[src/rtl/assert_macros.svh]
// Assertion macros used by the RTL top level.
`ifndef ASSERT_MACROS_SVH
`define ASSERT_MACROS_SVH

// Same-cycle implication, checked outside reset.
`define VRRM_ASSERT_NOW(label, clk, rst_n, ante, cons, msg) \
  label: assert property (@(posedge clk) disable iff (!rst_n) (ante) |-> (cons)) \
    else $error(msg);

// Next-cycle implication, checked outside reset.
`define VRRM_ASSERT_NEXT(label, clk, rst_n, ante, cons, msg) \
  label: assert property (@(posedge clk) disable iff (!rst_n) (ante) |=> (cons)) \
    else $error(msg);

`endif

[src/rtl/vrrm_pkg.sv]
// Shared types and constants of the record ring manager.
package vrrm_pkg;

  localparam int RING_BYTES_DEF   = 4096;
  localparam int HEADER_BYTES_DEF = 4;
  localparam int RING_SIZE_RST    = 4096;
  localparam int MIN_SIZE         = 16;

  localparam int CMD_W   = 2;
  localparam int ST_W    = 2;
  localparam int FIELD_W = 12;
  localparam int CFG_W   = 13;
  localparam int HDR_W   = 13;

  localparam logic [HDR_W-1:0] WRAP_MARK = 13'h1FFF;

  typedef enum logic [CMD_W-1:0] {
    CMD_WR_RESERVE  = 2'd0,
    CMD_WR_COMPLETE = 2'd1,
    CMD_RD_PEEK     = 2'd2,
    CMD_RD_COMPLETE = 2'd3
  } cmd_e;

  typedef enum logic [ST_W-1:0] {
    ST_OK      = 2'd0,
    ST_BUSY    = 2'd1,
    ST_EMPTY   = 2'd2,
    ST_INVALID = 2'd3
  } status_e;

  typedef enum logic [2:0] {
    S_IDLE,
    S_EXEC,
    S_RES_WRAP,
    S_WC_HDR,
    S_RD_HDR,
    S_RD_HDR0
  } state_e;

  // Result handed from the sequencer to the output register.
  typedef struct packed {
    logic               valid;
    status_e            status;
    logic [FIELD_W-1:0] offset;
    logic [FIELD_W-1:0] elen;
    logic               empty;
  } res_t;

endpackage

[src/rtl/vrrm_core.sv]
// Sequencer and position registers: read-modify-write of the header memory.
module vrrm_core #(
  parameter int RING_BYTES   = vrrm_pkg::RING_BYTES_DEF,
  parameter int HEADER_BYTES = vrrm_pkg::HEADER_BYTES_DEF,
  localparam int PW = $clog2(RING_BYTES)
) (
  input  logic                          clk_i,
  input  logic                          rst_ni,
  input  logic                          cfg_we_i,
  input  logic [vrrm_pkg::CFG_W-1:0]    cfg_wdata_i,
  input  logic                          in_valid_i,
  output logic                          in_stall_o,
  input  logic [vrrm_pkg::CMD_W-1:0]    cmd_i,
  input  logic [vrrm_pkg::FIELD_W-1:0]  payload_len_i,
  input  logic                          out_free_i,
  output vrrm_pkg::res_t                res_o,
  output logic                          mem_we_o,
  output logic [PW-1:0]                 mem_waddr_o,
  output logic [vrrm_pkg::HDR_W-1:0]    mem_wdata_o,
  output logic                          mem_re_o,
  output logic [PW-1:0]                 mem_raddr_o,
  input  logic [vrrm_pkg::HDR_W-1:0]    mem_rdata_i
);

  localparam int SW = PW + 1;
  localparam int AW = ((SW > vrrm_pkg::HDR_W) ? SW : vrrm_pkg::HDR_W) + 1;
  localparam int RST_SIZE = (RING_BYTES < vrrm_pkg::RING_SIZE_RST) ?
                            RING_BYTES : vrrm_pkg::RING_SIZE_RST;
  localparam logic [AW-1:0] HB_A = AW'(HEADER_BYTES);
  localparam logic [vrrm_pkg::HDR_W-1:0] HB_H = vrrm_pkg::HDR_W'(HEADER_BYTES);
  localparam logic [AW-1:0] MIN_A = AW'(vrrm_pkg::MIN_SIZE);
  localparam logic [AW-1:0] MAX_A = AW'(RING_BYTES);

  vrrm_pkg::state_e            state_q, state_d;
  vrrm_pkg::cmd_e              cmd_q;
  logic [vrrm_pkg::HDR_W-1:0]  len_q;
  logic [PW-1:0]               w_q, w_d, r_q, r_d;
  logic                        pend_q, pend_d;
  logic [SW-1:0]               size_q, size_d;

  logic                        accept;
  logic [AW-1:0]               size_a, w_a, r_a, hdr_a, lim_a, cfg_a, sat_a;
  logic                        wrap, wrap_busy, mark_fits, res_ok;
  logic [AW-1:0]               free_a, adv_w, adv_r;
  logic                        r_high, align_fail, align_empty;
  logic [PW-1:0]               r1, w_next, r_next;
  logic                        is_mark;
  logic [vrrm_pkg::HDR_W-1:0]  elen_h;
  vrrm_pkg::status_e           fail_st;

  assign accept     = in_valid_i && (state_q == vrrm_pkg::S_IDLE);
  assign in_stall_o = (state_q != vrrm_pkg::S_IDLE);

  // Shared decisions
  always_comb begin
    size_a = AW'(size_q);
    w_a    = AW'(w_q);
    r_a    = AW'(r_q);
    hdr_a  = AW'(mem_rdata_i);
    lim_a  = size_a - HB_A;

    wrap      = (w_a + AW'(len_q)) >= size_a;
    wrap_busy = wrap && ((r_q > w_q) || (r_q == '0));
    mark_fits = w_a <= lim_a;
    free_a    = (w_q < r_q) ? (r_a - w_a - AW'(1)) : (size_a - w_a - AW'(1));
    res_ok    = free_a >= AW'(len_q);

    r_high      = r_a > lim_a;
    align_fail  = r_high && !(w_q < r_q);
    r1          = r_high ? '0 : r_q;
    align_empty = align_fail || (w_q == r1);

    is_mark = (mem_rdata_i == vrrm_pkg::WRAP_MARK);
    adv_w   = w_a + hdr_a;
    adv_r   = r_a + hdr_a;
    w_next  = (adv_w >= size_a) ? '0 : adv_w[PW-1:0];
    r_next  = (adv_r >= size_a) ? '0 : adv_r[PW-1:0];
    elen_h  = (mem_rdata_i >= HB_H) ? (mem_rdata_i - HB_H) : '0;
    fail_st = (cmd_q == vrrm_pkg::CMD_RD_PEEK) ? vrrm_pkg::ST_EMPTY : vrrm_pkg::ST_INVALID;

    cfg_a = AW'(cfg_wdata_i);
    if (cfg_a < MIN_A) begin
      sat_a = MIN_A;
    end else if (cfg_a > MAX_A) begin
      sat_a = MAX_A;
    end else begin
      sat_a = cfg_a;
    end
  end

  // Next state
  always_comb begin
    state_d = state_q;
    case (state_q)
      vrrm_pkg::S_IDLE: begin
        if (accept) state_d = vrrm_pkg::S_EXEC;
      end
      vrrm_pkg::S_EXEC: begin
        case (cmd_q)
          vrrm_pkg::CMD_WR_RESERVE: begin
            if (wrap && !wrap_busy) state_d = vrrm_pkg::S_RES_WRAP;
            else if (out_free_i)    state_d = vrrm_pkg::S_IDLE;
          end
          vrrm_pkg::CMD_WR_COMPLETE: begin
            if (pend_q)          state_d = vrrm_pkg::S_WC_HDR;
            else if (out_free_i) state_d = vrrm_pkg::S_IDLE;
          end
          default: begin
            if (!align_empty)    state_d = vrrm_pkg::S_RD_HDR;
            else if (out_free_i) state_d = vrrm_pkg::S_IDLE;
          end
        endcase
      end
      vrrm_pkg::S_RD_HDR: begin
        if (is_mark && (w_q != '0)) state_d = vrrm_pkg::S_RD_HDR0;
        else if (out_free_i)        state_d = vrrm_pkg::S_IDLE;
      end
      vrrm_pkg::S_RES_WRAP,
      vrrm_pkg::S_WC_HDR,
      vrrm_pkg::S_RD_HDR0: begin
        if (out_free_i) state_d = vrrm_pkg::S_IDLE;
      end
      default: state_d = vrrm_pkg::S_IDLE;
    endcase
  end

  // Outputs, memory controls and position updates
  always_comb begin
    w_d         = w_q;
    r_d         = r_q;
    pend_d      = pend_q;
    size_d      = size_q;
    mem_we_o    = 1'b0;
    mem_waddr_o = w_q;
    mem_wdata_o = len_q;
    mem_re_o    = 1'b0;
    mem_raddr_o = r1;
    res_o       = '0;
    res_o.status = vrrm_pkg::ST_OK;

    case (state_q)
      vrrm_pkg::S_EXEC: begin
        case (cmd_q)
          vrrm_pkg::CMD_WR_RESERVE: begin
            pend_d = 1'b0;
            if (wrap && !wrap_busy) begin
              // marker at the old position if it fits, record restarts at offset 0
              mem_we_o    = mark_fits;
              mem_wdata_o = vrrm_pkg::WRAP_MARK;
              w_d         = '0;
            end else if (out_free_i) begin
              res_o.valid = 1'b1;
              if (wrap || !res_ok) begin
                res_o.status = vrrm_pkg::ST_BUSY;
              end else begin
                mem_we_o     = 1'b1;
                pend_d       = 1'b1;
                res_o.offset = vrrm_pkg::FIELD_W'(w_a + HB_A);
              end
            end else begin
              pend_d = pend_q;
            end
          end
          vrrm_pkg::CMD_WR_COMPLETE: begin
            if (pend_q) begin
              mem_re_o    = 1'b1;
              mem_raddr_o = w_q;
            end else if (out_free_i) begin
              res_o.valid  = 1'b1;
              res_o.status = vrrm_pkg::ST_INVALID;
            end
          end
          default: begin
            if (!align_empty) begin
              r_d         = r1;
              mem_re_o    = 1'b1;
              mem_raddr_o = r1;
            end else if (out_free_i) begin
              r_d          = align_fail ? r_q : r1;
              res_o.valid  = 1'b1;
              res_o.status = fail_st;
            end
          end
        endcase
      end
      vrrm_pkg::S_RES_WRAP: begin
        if (out_free_i) begin
          res_o.valid = 1'b1;
          if (!res_ok) begin
            res_o.status = vrrm_pkg::ST_BUSY;
          end else begin
            mem_we_o     = 1'b1;
            pend_d       = 1'b1;
            res_o.offset = vrrm_pkg::FIELD_W'(w_a + HB_A);
          end
        end
      end
      vrrm_pkg::S_WC_HDR: begin
        if (out_free_i) begin
          w_d         = w_next;
          pend_d      = 1'b0;
          res_o.valid = 1'b1;
        end
      end
      vrrm_pkg::S_RD_HDR: begin
        if (is_mark) begin
          if (w_q != '0) begin
            r_d         = '0;
            mem_re_o    = 1'b1;
            mem_raddr_o = '0;
          end else if (out_free_i) begin
            r_d          = '0;
            res_o.valid  = 1'b1;
            res_o.status = fail_st;
          end
        end else if (out_free_i) begin
          res_o.valid = 1'b1;
          if (cmd_q == vrrm_pkg::CMD_RD_PEEK) begin
            res_o.offset = vrrm_pkg::FIELD_W'(r_a + HB_A);
            res_o.elen   = vrrm_pkg::FIELD_W'(elen_h);
          end else begin
            r_d = r_next;
          end
        end
      end
      vrrm_pkg::S_RD_HDR0: begin
        if (out_free_i) begin
          res_o.valid = 1'b1;
          if (cmd_q == vrrm_pkg::CMD_RD_PEEK) begin
            res_o.offset = vrrm_pkg::FIELD_W'(r_a + HB_A);
            res_o.elen   = vrrm_pkg::FIELD_W'(elen_h);
          end else begin
            r_d = r_next;
          end
        end
      end
      default: begin
      end
    endcase

    res_o.empty = (r_d == w_d);

    // size write empties the ring
    if (cfg_we_i) begin
      size_d = sat_a[SW-1:0];
      w_d    = '0;
      r_d    = '0;
      pend_d = 1'b0;
    end
  end

  always_ff @(posedge clk_i or negedge rst_ni) begin
    if (!rst_ni) begin
      state_q <= vrrm_pkg::S_IDLE;
      w_q     <= '0;
      r_q     <= '0;
      pend_q  <= 1'b0;
      size_q  <= SW'(RST_SIZE);
    end else begin
      state_q <= state_d;
      w_q     <= w_d;
      r_q     <= r_d;
      pend_q  <= pend_d;
      size_q  <= size_d;
    end
  end

  always_ff @(posedge clk_i) begin
    if (accept) begin
      cmd_q <= vrrm_pkg::cmd_e'(cmd_i);
      len_q <= vrrm_pkg::HDR_W'(payload_len_i) + HB_H;
    end
  end

endmodule

[config.mk]
export PLATFORM = sky130hd
export DESIGN_NAME = vrrm_core
export DESIGN_NICKNAME = d
export VERILOG_FILES = /design/src/rtl/assert_macros.svh /design/src/rtl/vrrm_pkg.sv /design/src/rtl/vrrm_core.sv
export SDC_FILE = /design/constraint.sdc
export NUM_CORES = 1
export LEC_CHECK = 0
export BUFFER_PORTS_ARGS = -buffer_cell sky130_fd_sc_hd__buf_2
export CAP_MARGIN = 0
export CORE_MARGIN = 1.5
export CORE_UTILIZATION = 35
export CTS_BUF_LIST = sky130_fd_sc_hd__clkbuf_4 sky130_fd_sc_hd__clkbuf_8
export DETAILED_ROUTE_END_ITERATION = 16
export HOLD_SLACK_MARGIN = 0.06
export SYNTH_ARGS = -nofsm -noshare
export SYNTH_HDL_FRONTEND = slang
export SYNTH_SLANG_ARGS = --single-unit
[constraint.sdc]
create_clock -name clk_i -period 6.5 [get_ports clk_i]
set_clock_uncertainty 0.2 [all_clocks]
set_input_delay 1.3 -clock clk_i [delete_from_list [all_inputs] [get_ports clk_i]]
set_output_delay 1.3 -clock clk_i [all_outputs]
set_load 0.01 [all_outputs]
==> results of run 1 <==
-- critical path, stage by stage --
cell and delay, ns:
buf_2 0.14, ha_4 0.18, fa_2 0.34, a21o_1 0.19, a211oi_2 0.24, nor2b_1 0.10
o41ai_2 0.35, o21bai_1 0.16, a21oi_2 0.21, xnor2_1 0.11, ha_1 0.20, a22o_1 0.20
nor4_2 0.23, o21ai_1 0.10, o221a_2 0.24, a211oi_2 0.14, buf_4 0.19, buf_4 0.14
a32oi_2 0.06, o21a_1 0.15, nor4_2 0.28, nand4_1 0.19, nor4_4 0.22, buf_2 0.18
-- flip-flops by register name (all words and copies together) (netlist names) --
name         count
mem_waddr_o     12
pend_q           1
r_q             12
size_q          13
len_q           13
state_q          3
cmd_q            2
-- power breakdown --
part	total [W]	leakage, nW	switching [W]	internal [W]
combinational	0.00116	5.01	0.000642	0.000518
clock	0.000216	0.0463	0.000136	0.0000796
sequential	0.000445	0.689	0.0000432	0.000401
-- final timing paths --
check                          startpoint        endpoint  slack [ns]  cells past startpoint
setup / recovery           mem_rdata_i[0]        res_o[0]       -0.83                     24
hold / removal                     pend_q          pend_q        0.37                      2
setup reg to reg                 len_q[0]  mem_waddr_o[3]        1.36                     28
hold reg to reg                    pend_q          pend_q        0.37                      2
max in group asynchronous          rst_ni          r_q[6]        4.44                      1
min in group asynchronous          rst_ni      size_q[11]        0.93                      1
-- cells by family after synthesis --
logic type	after synthesis
compound gates	327
xor+xnor	110
mux	1
fa+ha+maj	151
buf+inv	115
simple gates	346
flops	56
-- per-layer routing --
| metal | GRT usage | vias up | wire (microns) |
|---|---|---|---|
| met5 | 0 | - | 0 |
| met4 | 0.102 | 0 | 1460 |
| met3 | 0.0449 | 81 | 2560 |
| met2 | 0.434 | 384 | 15600 |
| met1 | 0.354 | 4625 | 15300 |
| li1 | - | 4661 | - |
-- through the flow --
stage / utilization / hold WS [ns] / instances / power, W
finish: 0.489 / 0.370 / 1739 / 0.00182
global route: 0.489 / 0.425 / 1739 / 0.00196
CTS: 0.482 / 0.367 / 1737 / 0.00179
detailed placement: 0.455 / 0.350 / 1699 / 0.00148
global placement: 0.455 / 0.348 / 1699 / 0.00146
floorplan: - / 0.319 / 1106 / 0.00109
-- timing repair --
action,in CTS,in global routing
gates resized for setup,75,39
cloned,1,0
hold buffers,0,0
pin swaps,53,37
buffers inserted,35,8
hold endpoints to repair,0,0
endpoints found under the setup margin,29,29
-- area by class of cell --
class,instances,area share
Sequential cell,56,0.124
Timing Repair Buffer,334,0.198
Inverter,82,0.0264
Multi-Input combinational cell,935,0.609
Tap cell,324,0.0340
Clock buffer,5,0.00576
Clock inverter,3,0.00231
-- cell usage in the layout, fill, tap and decap left out, types with 6 or more instances in the layout --
cell      instances
a211oi_1          6
a21o_1           22
a21oi_1          70
a21oi_2          16
a22o_1           13
a22oi_1           9
a31oi_1           6
a32oi_2           7
and3_1            7
buf_12            6
buf_2           110
buf_4           209
buf_6             6
dfrtp_1          35
edfxtp_1         15
ha_1            138
ha_4              6
inv_1            81
nand2_1          95
nand2b_1          9
nand3_1          28
nand4_1          18
nor2_1           89
nor2b_1          18
nor3_1           18
nor4_1           14
o211ai_1          7
o21a_1           18
o21ai_0          57
o21bai_1         12
o22ai_1           8
o22ai_2          11
or3_1             7
xnor2_1          73
xor2_1           35
==> results.sh, run 1 <==
export IMPL_fmax_ghz=0.136
export IMPL_synth_area_leaders="ha_1 21%, dfrtp_1 11%, xnor2_1 7.5%"
export IMPL_synthTopCellsByCount="146 x ha_1, 96 x nand2_1, 92 x nor2_1, 85 x a21oi_1, 82 x inv_1"
export IMPL_numCtsBuffers=5
export IMPL_cts_tree="built"
export IMPL_grtUsageTotal=0.267
export IMPL_drtAntennaViolNets=0
export IMPL_synth_xor_area_frac=0.110
export IMPL_start_kind="primary input"
export IMPL_via_count=9751
export IMPL_insertion_delay_ns=0.34
export IMPL_dieArea_sq_um=25900
export IMPL_synthCells=1106
export IMPL_p_leak_nw=5.74
export IMPL_antenna_found_initial=0
export IMPL_synth_top_area_cell="ha_1"
export IMPL_maxCapViolCount=0
export IMPL_path_clk_slew_ns=0.12
export IMPL_crit_path_end_kind="output pin"
export IMPL_min_path_type="register to register"
export IMPL_pwr_density_cell_nw_per_um2=153
export IMPL_place_gp_congestion=1.01
export IMPL_synthAdderAreaFrac=0.221
export IMPL_fin_ws_ns=-0.834
export IMPL_worst_setup_path_type="primary input to output pin"
export IMPL_synth_ff_type="dfrtp_1"
export IMPL_synth_edf_count=15
export IMPL_dp_final_hpwl_mm=27.9
export IMPL_grt_first_pass_wirelength_mm=53.5
export IMPL_period_needed_ns=7.33
export IMPL_max_vdd_ir_drop_mv=0.0889
export IMPL_slew_headroom=0.302
export IMPL_htreeDepth=2
export IMPL_grt_max_degree=43
export IMPL_drcViolationCount=0
export IMPL_ys_seq_elements=56
export IMPL_min_period_over_period=1.13
export IMPL_io_buffer_count=112
export IMPL_synthMuxAreaShare=0.00115
export IMPL_tightestPinTransition_ns=1.05
export IMPL_slew_violations=0
export IMPL_drive_gt1_frac=0.319
export IMPL_vias_per_cell=5.61
export IMPL_rsz0062_at_grt="true"
export IMPL_required_ns=5.00
export IMPL_drt_pass1_iter_count=5
export IMPL_wl_per_cell_microns=20.1
export IMPL_synth_top_cell_area_share=0.209
export IMPL_ys_async_sr_fraction=0.732
export IMPL_fp_dieH_microns=161
export IMPL_synth_warnings=0
export IMPL_synth_distinct_cells=80
export IMPL_violations="negative setup slack"
export IMPL_place_area_sq_um=11100
export IMPL_nets=1610
export IMPL_nFillCells=2416
export IMPL_grt_pass1_vias=9514
export IMPL_rows=57
export IMPL_clockBufferDepth=2
export IMPL_io_pins=113
export IMPL_setup_tns_ns=-3.67
export IMPL_status="finished, violations left"
export IMPL_start_util=0.358
export IMPL_regArea_sq_um=1480
export IMPL_fin_area_sq_um=11900
export IMPL_yosys_area_share_simple=0.195
export IMPL_synth_compound_area_frac=0.249
export IMPL_crit_arrival_ns=5.83
export IMPL_antenna_cells=0
export IMPL_multiInputGateArea_sq_um=7270
export IMPL_synth_area_per_cell_sq_um=7.90
export IMPL_seq_area_frac_synth=0.169
export IMPL_root_buffer="clkbuf_8"
export IMPL_pre_cts_slack_ns=-1.06
export IMPL_worst_path_max_fanout=6
export IMPL_wl_mm=35.0
export IMPL_setup_viol=15
export IMPL_grt_overflow=0
export IMPL_yosysMostFrequentCell="ha_1"
export IMPL_area_growth_synth_to_final_pct=36.7
export IMPL_hold_violations=0
export IMPL_synth_area_sq_um=8740
export IMPL_synth_top_family_by_area="compound AO/OA/AOI/OAI gates"
export IMPL_syn_num_nets=1302
export IMPL_fp_dieW_microns=161
export IMPL_drtIter0Drc=814
export IMPL_core_sq_um=24400
export IMPL_clock_sinks=56
(Power assumes the default switching activity.)
==> inputs of run 2 (changes only) <==
Settings changed: GPL_TIMING_DRIVEN set to 0.
Clock period 6.5 ns to 8.32 ns, I/O delays scaled along.
==> run 2 against run 1 <==
  * The run now ends clean
  * Count of clock-buffer cells in the layout grew 1
  * Non-clock buffer count shrank 173
  * Clock power shrank 22%
  * Worst setup slack improved by 0.93 ns
  * Highest routed layer unchanged
==> results.sh, run 2 (synthesized netlist as in run 1, its figures left out) <==
export IMPL_start_kind="primary input"
export IMPL_hold_buffers=0
export IMPL_io_pins=113
export IMPL_insertion_delay_ns=0.34
export IMPL_drtAntennaViolNets=0
export IMPL_nFillCells=2555
export IMPL_fin_ws_ns=0.0913
export IMPL_numCtsBuffers=5
export IMPL_drt_pass1_iter_count=6
export IMPL_place_gp_congestion=0.939
export IMPL_crit_arrival_ns=6.36
export IMPL_place_area_sq_um=9710
export IMPL_routed_top_layer="met4"
export IMPL_via_count=9024
export IMPL_tightestPinTransition_ns=1.02
export IMPL_core_sq_um=24400
export IMPL_area_growth_synth_to_final_pct=17.2
export IMPL_rows=57
export IMPL_grtUsageTotal=0.242
export IMPL_hold_ws_ns=0.355
export IMPL_maxCapViolCount=0
export IMPL_utilization=0.420
export IMPL_drive_gt1_frac=0.179
export IMPL_cts_tree="built"
export IMPL_grt_first_pass_wirelength_mm=48.3
export IMPL_required_ns=6.46
export IMPL_crit_path_end_kind="output pin"
export IMPL_p_leak_nw=4.73
export IMPL_wl_per_cell_microns=20.4
export IMPL_wl_mm=32.0
export IMPL_drcViolationCount=0
export IMPL_wl_met1_mm=14.9
export IMPL_grt_pass1_vias=8306
export IMPL_wl_met3_mm=2.30
export IMPL_io_buffer_count=111
export IMPL_fp_dieW_microns=161
export IMPL_clock_sinks=56
export IMPL_largestRegisters="len_q x13, size_q x13"
export IMPL_slew_headroom=0.321
export IMPL_worst_setup_path_type="primary input to output pin"
export IMPL_htreeDepth=2
export IMPL_min_period_over_period=0.989
export IMPL_start_util=0.358
export IMPL_final_cell_mix="140 x ha_1, 109 x buf_2, 96 x nand2_1"
export IMPL_path_clk_slew_ns=0.11
export IMPL_dp_final_hpwl_mm=25.4
export IMPL_status="finished, final reports clean"
export IMPL_vias_per_cell=5.76
export IMPL_rsz0062_at_grt="true"
export IMPL_max_vdd_ir_drop_mv=0.0700
export IMPL_worst_path_max_fanout=5
export IMPL_fp_dieH_microns=161
export IMPL_min_path_type="register to register"
export IMPL_setup_viol=0
export IMPL_period_needed_ns=8.23
export IMPL_final_common_cell="ha_1"
export IMPL_nets=1437
export IMPL_wl_met2_mm=14.0
export IMPL_slew_violations=0
export IMPL_clockBufferDepth=2
export IMPL_root_buffer="clkbuf_8"
export IMPL_antenna_found_initial=0
export IMPL_fmax_ghz=0.122
export IMPL_pre_cts_slack_ns=-0.623
export IMPL_grt_overflow=0
export IMPL_grt_max_degree=42
export IMPL_drtIter0Drc=788
export IMPL_hold_violations=0
export IMPL_fin_area_sq_um=10200
export IMPL_antenna_cells=0
export IMPL_dieArea_sq_um=25900
export IMPL_pwr_density_cell_nw_per_um2=124
==> run 2: cell type report <==
cell class | count | area [sq um] | share of cell area
multi-input cells | 935 | 7050 | 0.689
repair buffers | 129 | 709 | 0.0693
clock buffers | 6 | 76.3 | 0.00746
plain buffers | 32 | 181 | 0.0177
well taps | 324 | 405 | 0.0396
flip-flops and latches | 56 | 1490 | 0.145
clock inverters | 2 | 16.3 | 0.00159
inverters | 82 | 308 | 0.0301
==> run 2: worst paths after layout <==
kind / start / end / slack (ns) / cells past startpoint
setup / recovery: mem_rdata_i[0] / res_o[0] / 0.09 / 23
hold / removal: pend_q / pend_q / 0.35 / 2
setup reg to reg: mem_waddr_o[2] / pend_q / 2.46 / 23
hold reg to reg: pend_q / pend_q / 0.35 / 2
max in group asynchronous: rst_ni / mem_waddr_o[1] / 5.90 / 1
min in group asynchronous: rst_ni / pend_q / 1.27 / 1
==> run 2: through the flow <==
step | TNS (ns) | instances | total power (W)
after CTS | -0.0462 | 1551 | 0.00125
after detailed placement | -1.61 | 1542 | 0.00107
after global routing | -0.101 | 1566 | 0.00137
after floorplan | 0 | 1106 | 0.000848
final | 0 | 1566 | 0.00127
after global placement | -1.53 | 1541 | 0.00106
==> run 2: repair_timing <==
item | CTS | global route
gates resized for setup | 16 | 59
endpoints found under the setup margin | 15 | 14
gates cloned | 0 | 1
buffers inserted | 2 | 14
pin swaps | 0 | 23
==> run 2: where the power goes <==
group / leakage, nW / total (W) / internal, W / switching, W
clock network: 0.0448 / 0.000169 / 0.0000636 / 0.000105
logic: 3.99 / 0.000756 / 0.000307 / 0.000448
registers: 0.687 / 0.000344 / 0.000314 / 0.0000303
total: 4.73 / 0.00127 / 0.000685 / 0.000584
==> run 2: routing by layer <==
layer | up-vias | track usage
met5 | - | 0
met4 | 0 | 0.0694
met3 | 48 | 0.0313
met2 | 377 | 0.376
met1 | 4285 | 0.350
li1 | 4314 | -
==> run 2: worst max-delay path, stage by stage <==
cell	delay, ns
clkbuf_4	0.16
ha_4	0.18
a211oi_2	0.20
o21bai_1	0.11
or3_4	0.38
a41o_1	0.25
o21a_1	0.22
o21a_1	0.19
nor2_2	0.12
xnor2_1	0.15
ha_1	0.28
a22o_1	0.20
nor4_1	0.24
o21ai_1	0.10
o221a_2	0.28
a211oi_4	0.30
buf_6	0.18
a32oi_2	0.07
xor2_1	0.19
nor4_2	0.27
nand4_1	0.16
nor4_2	0.28
buf_2	0.18
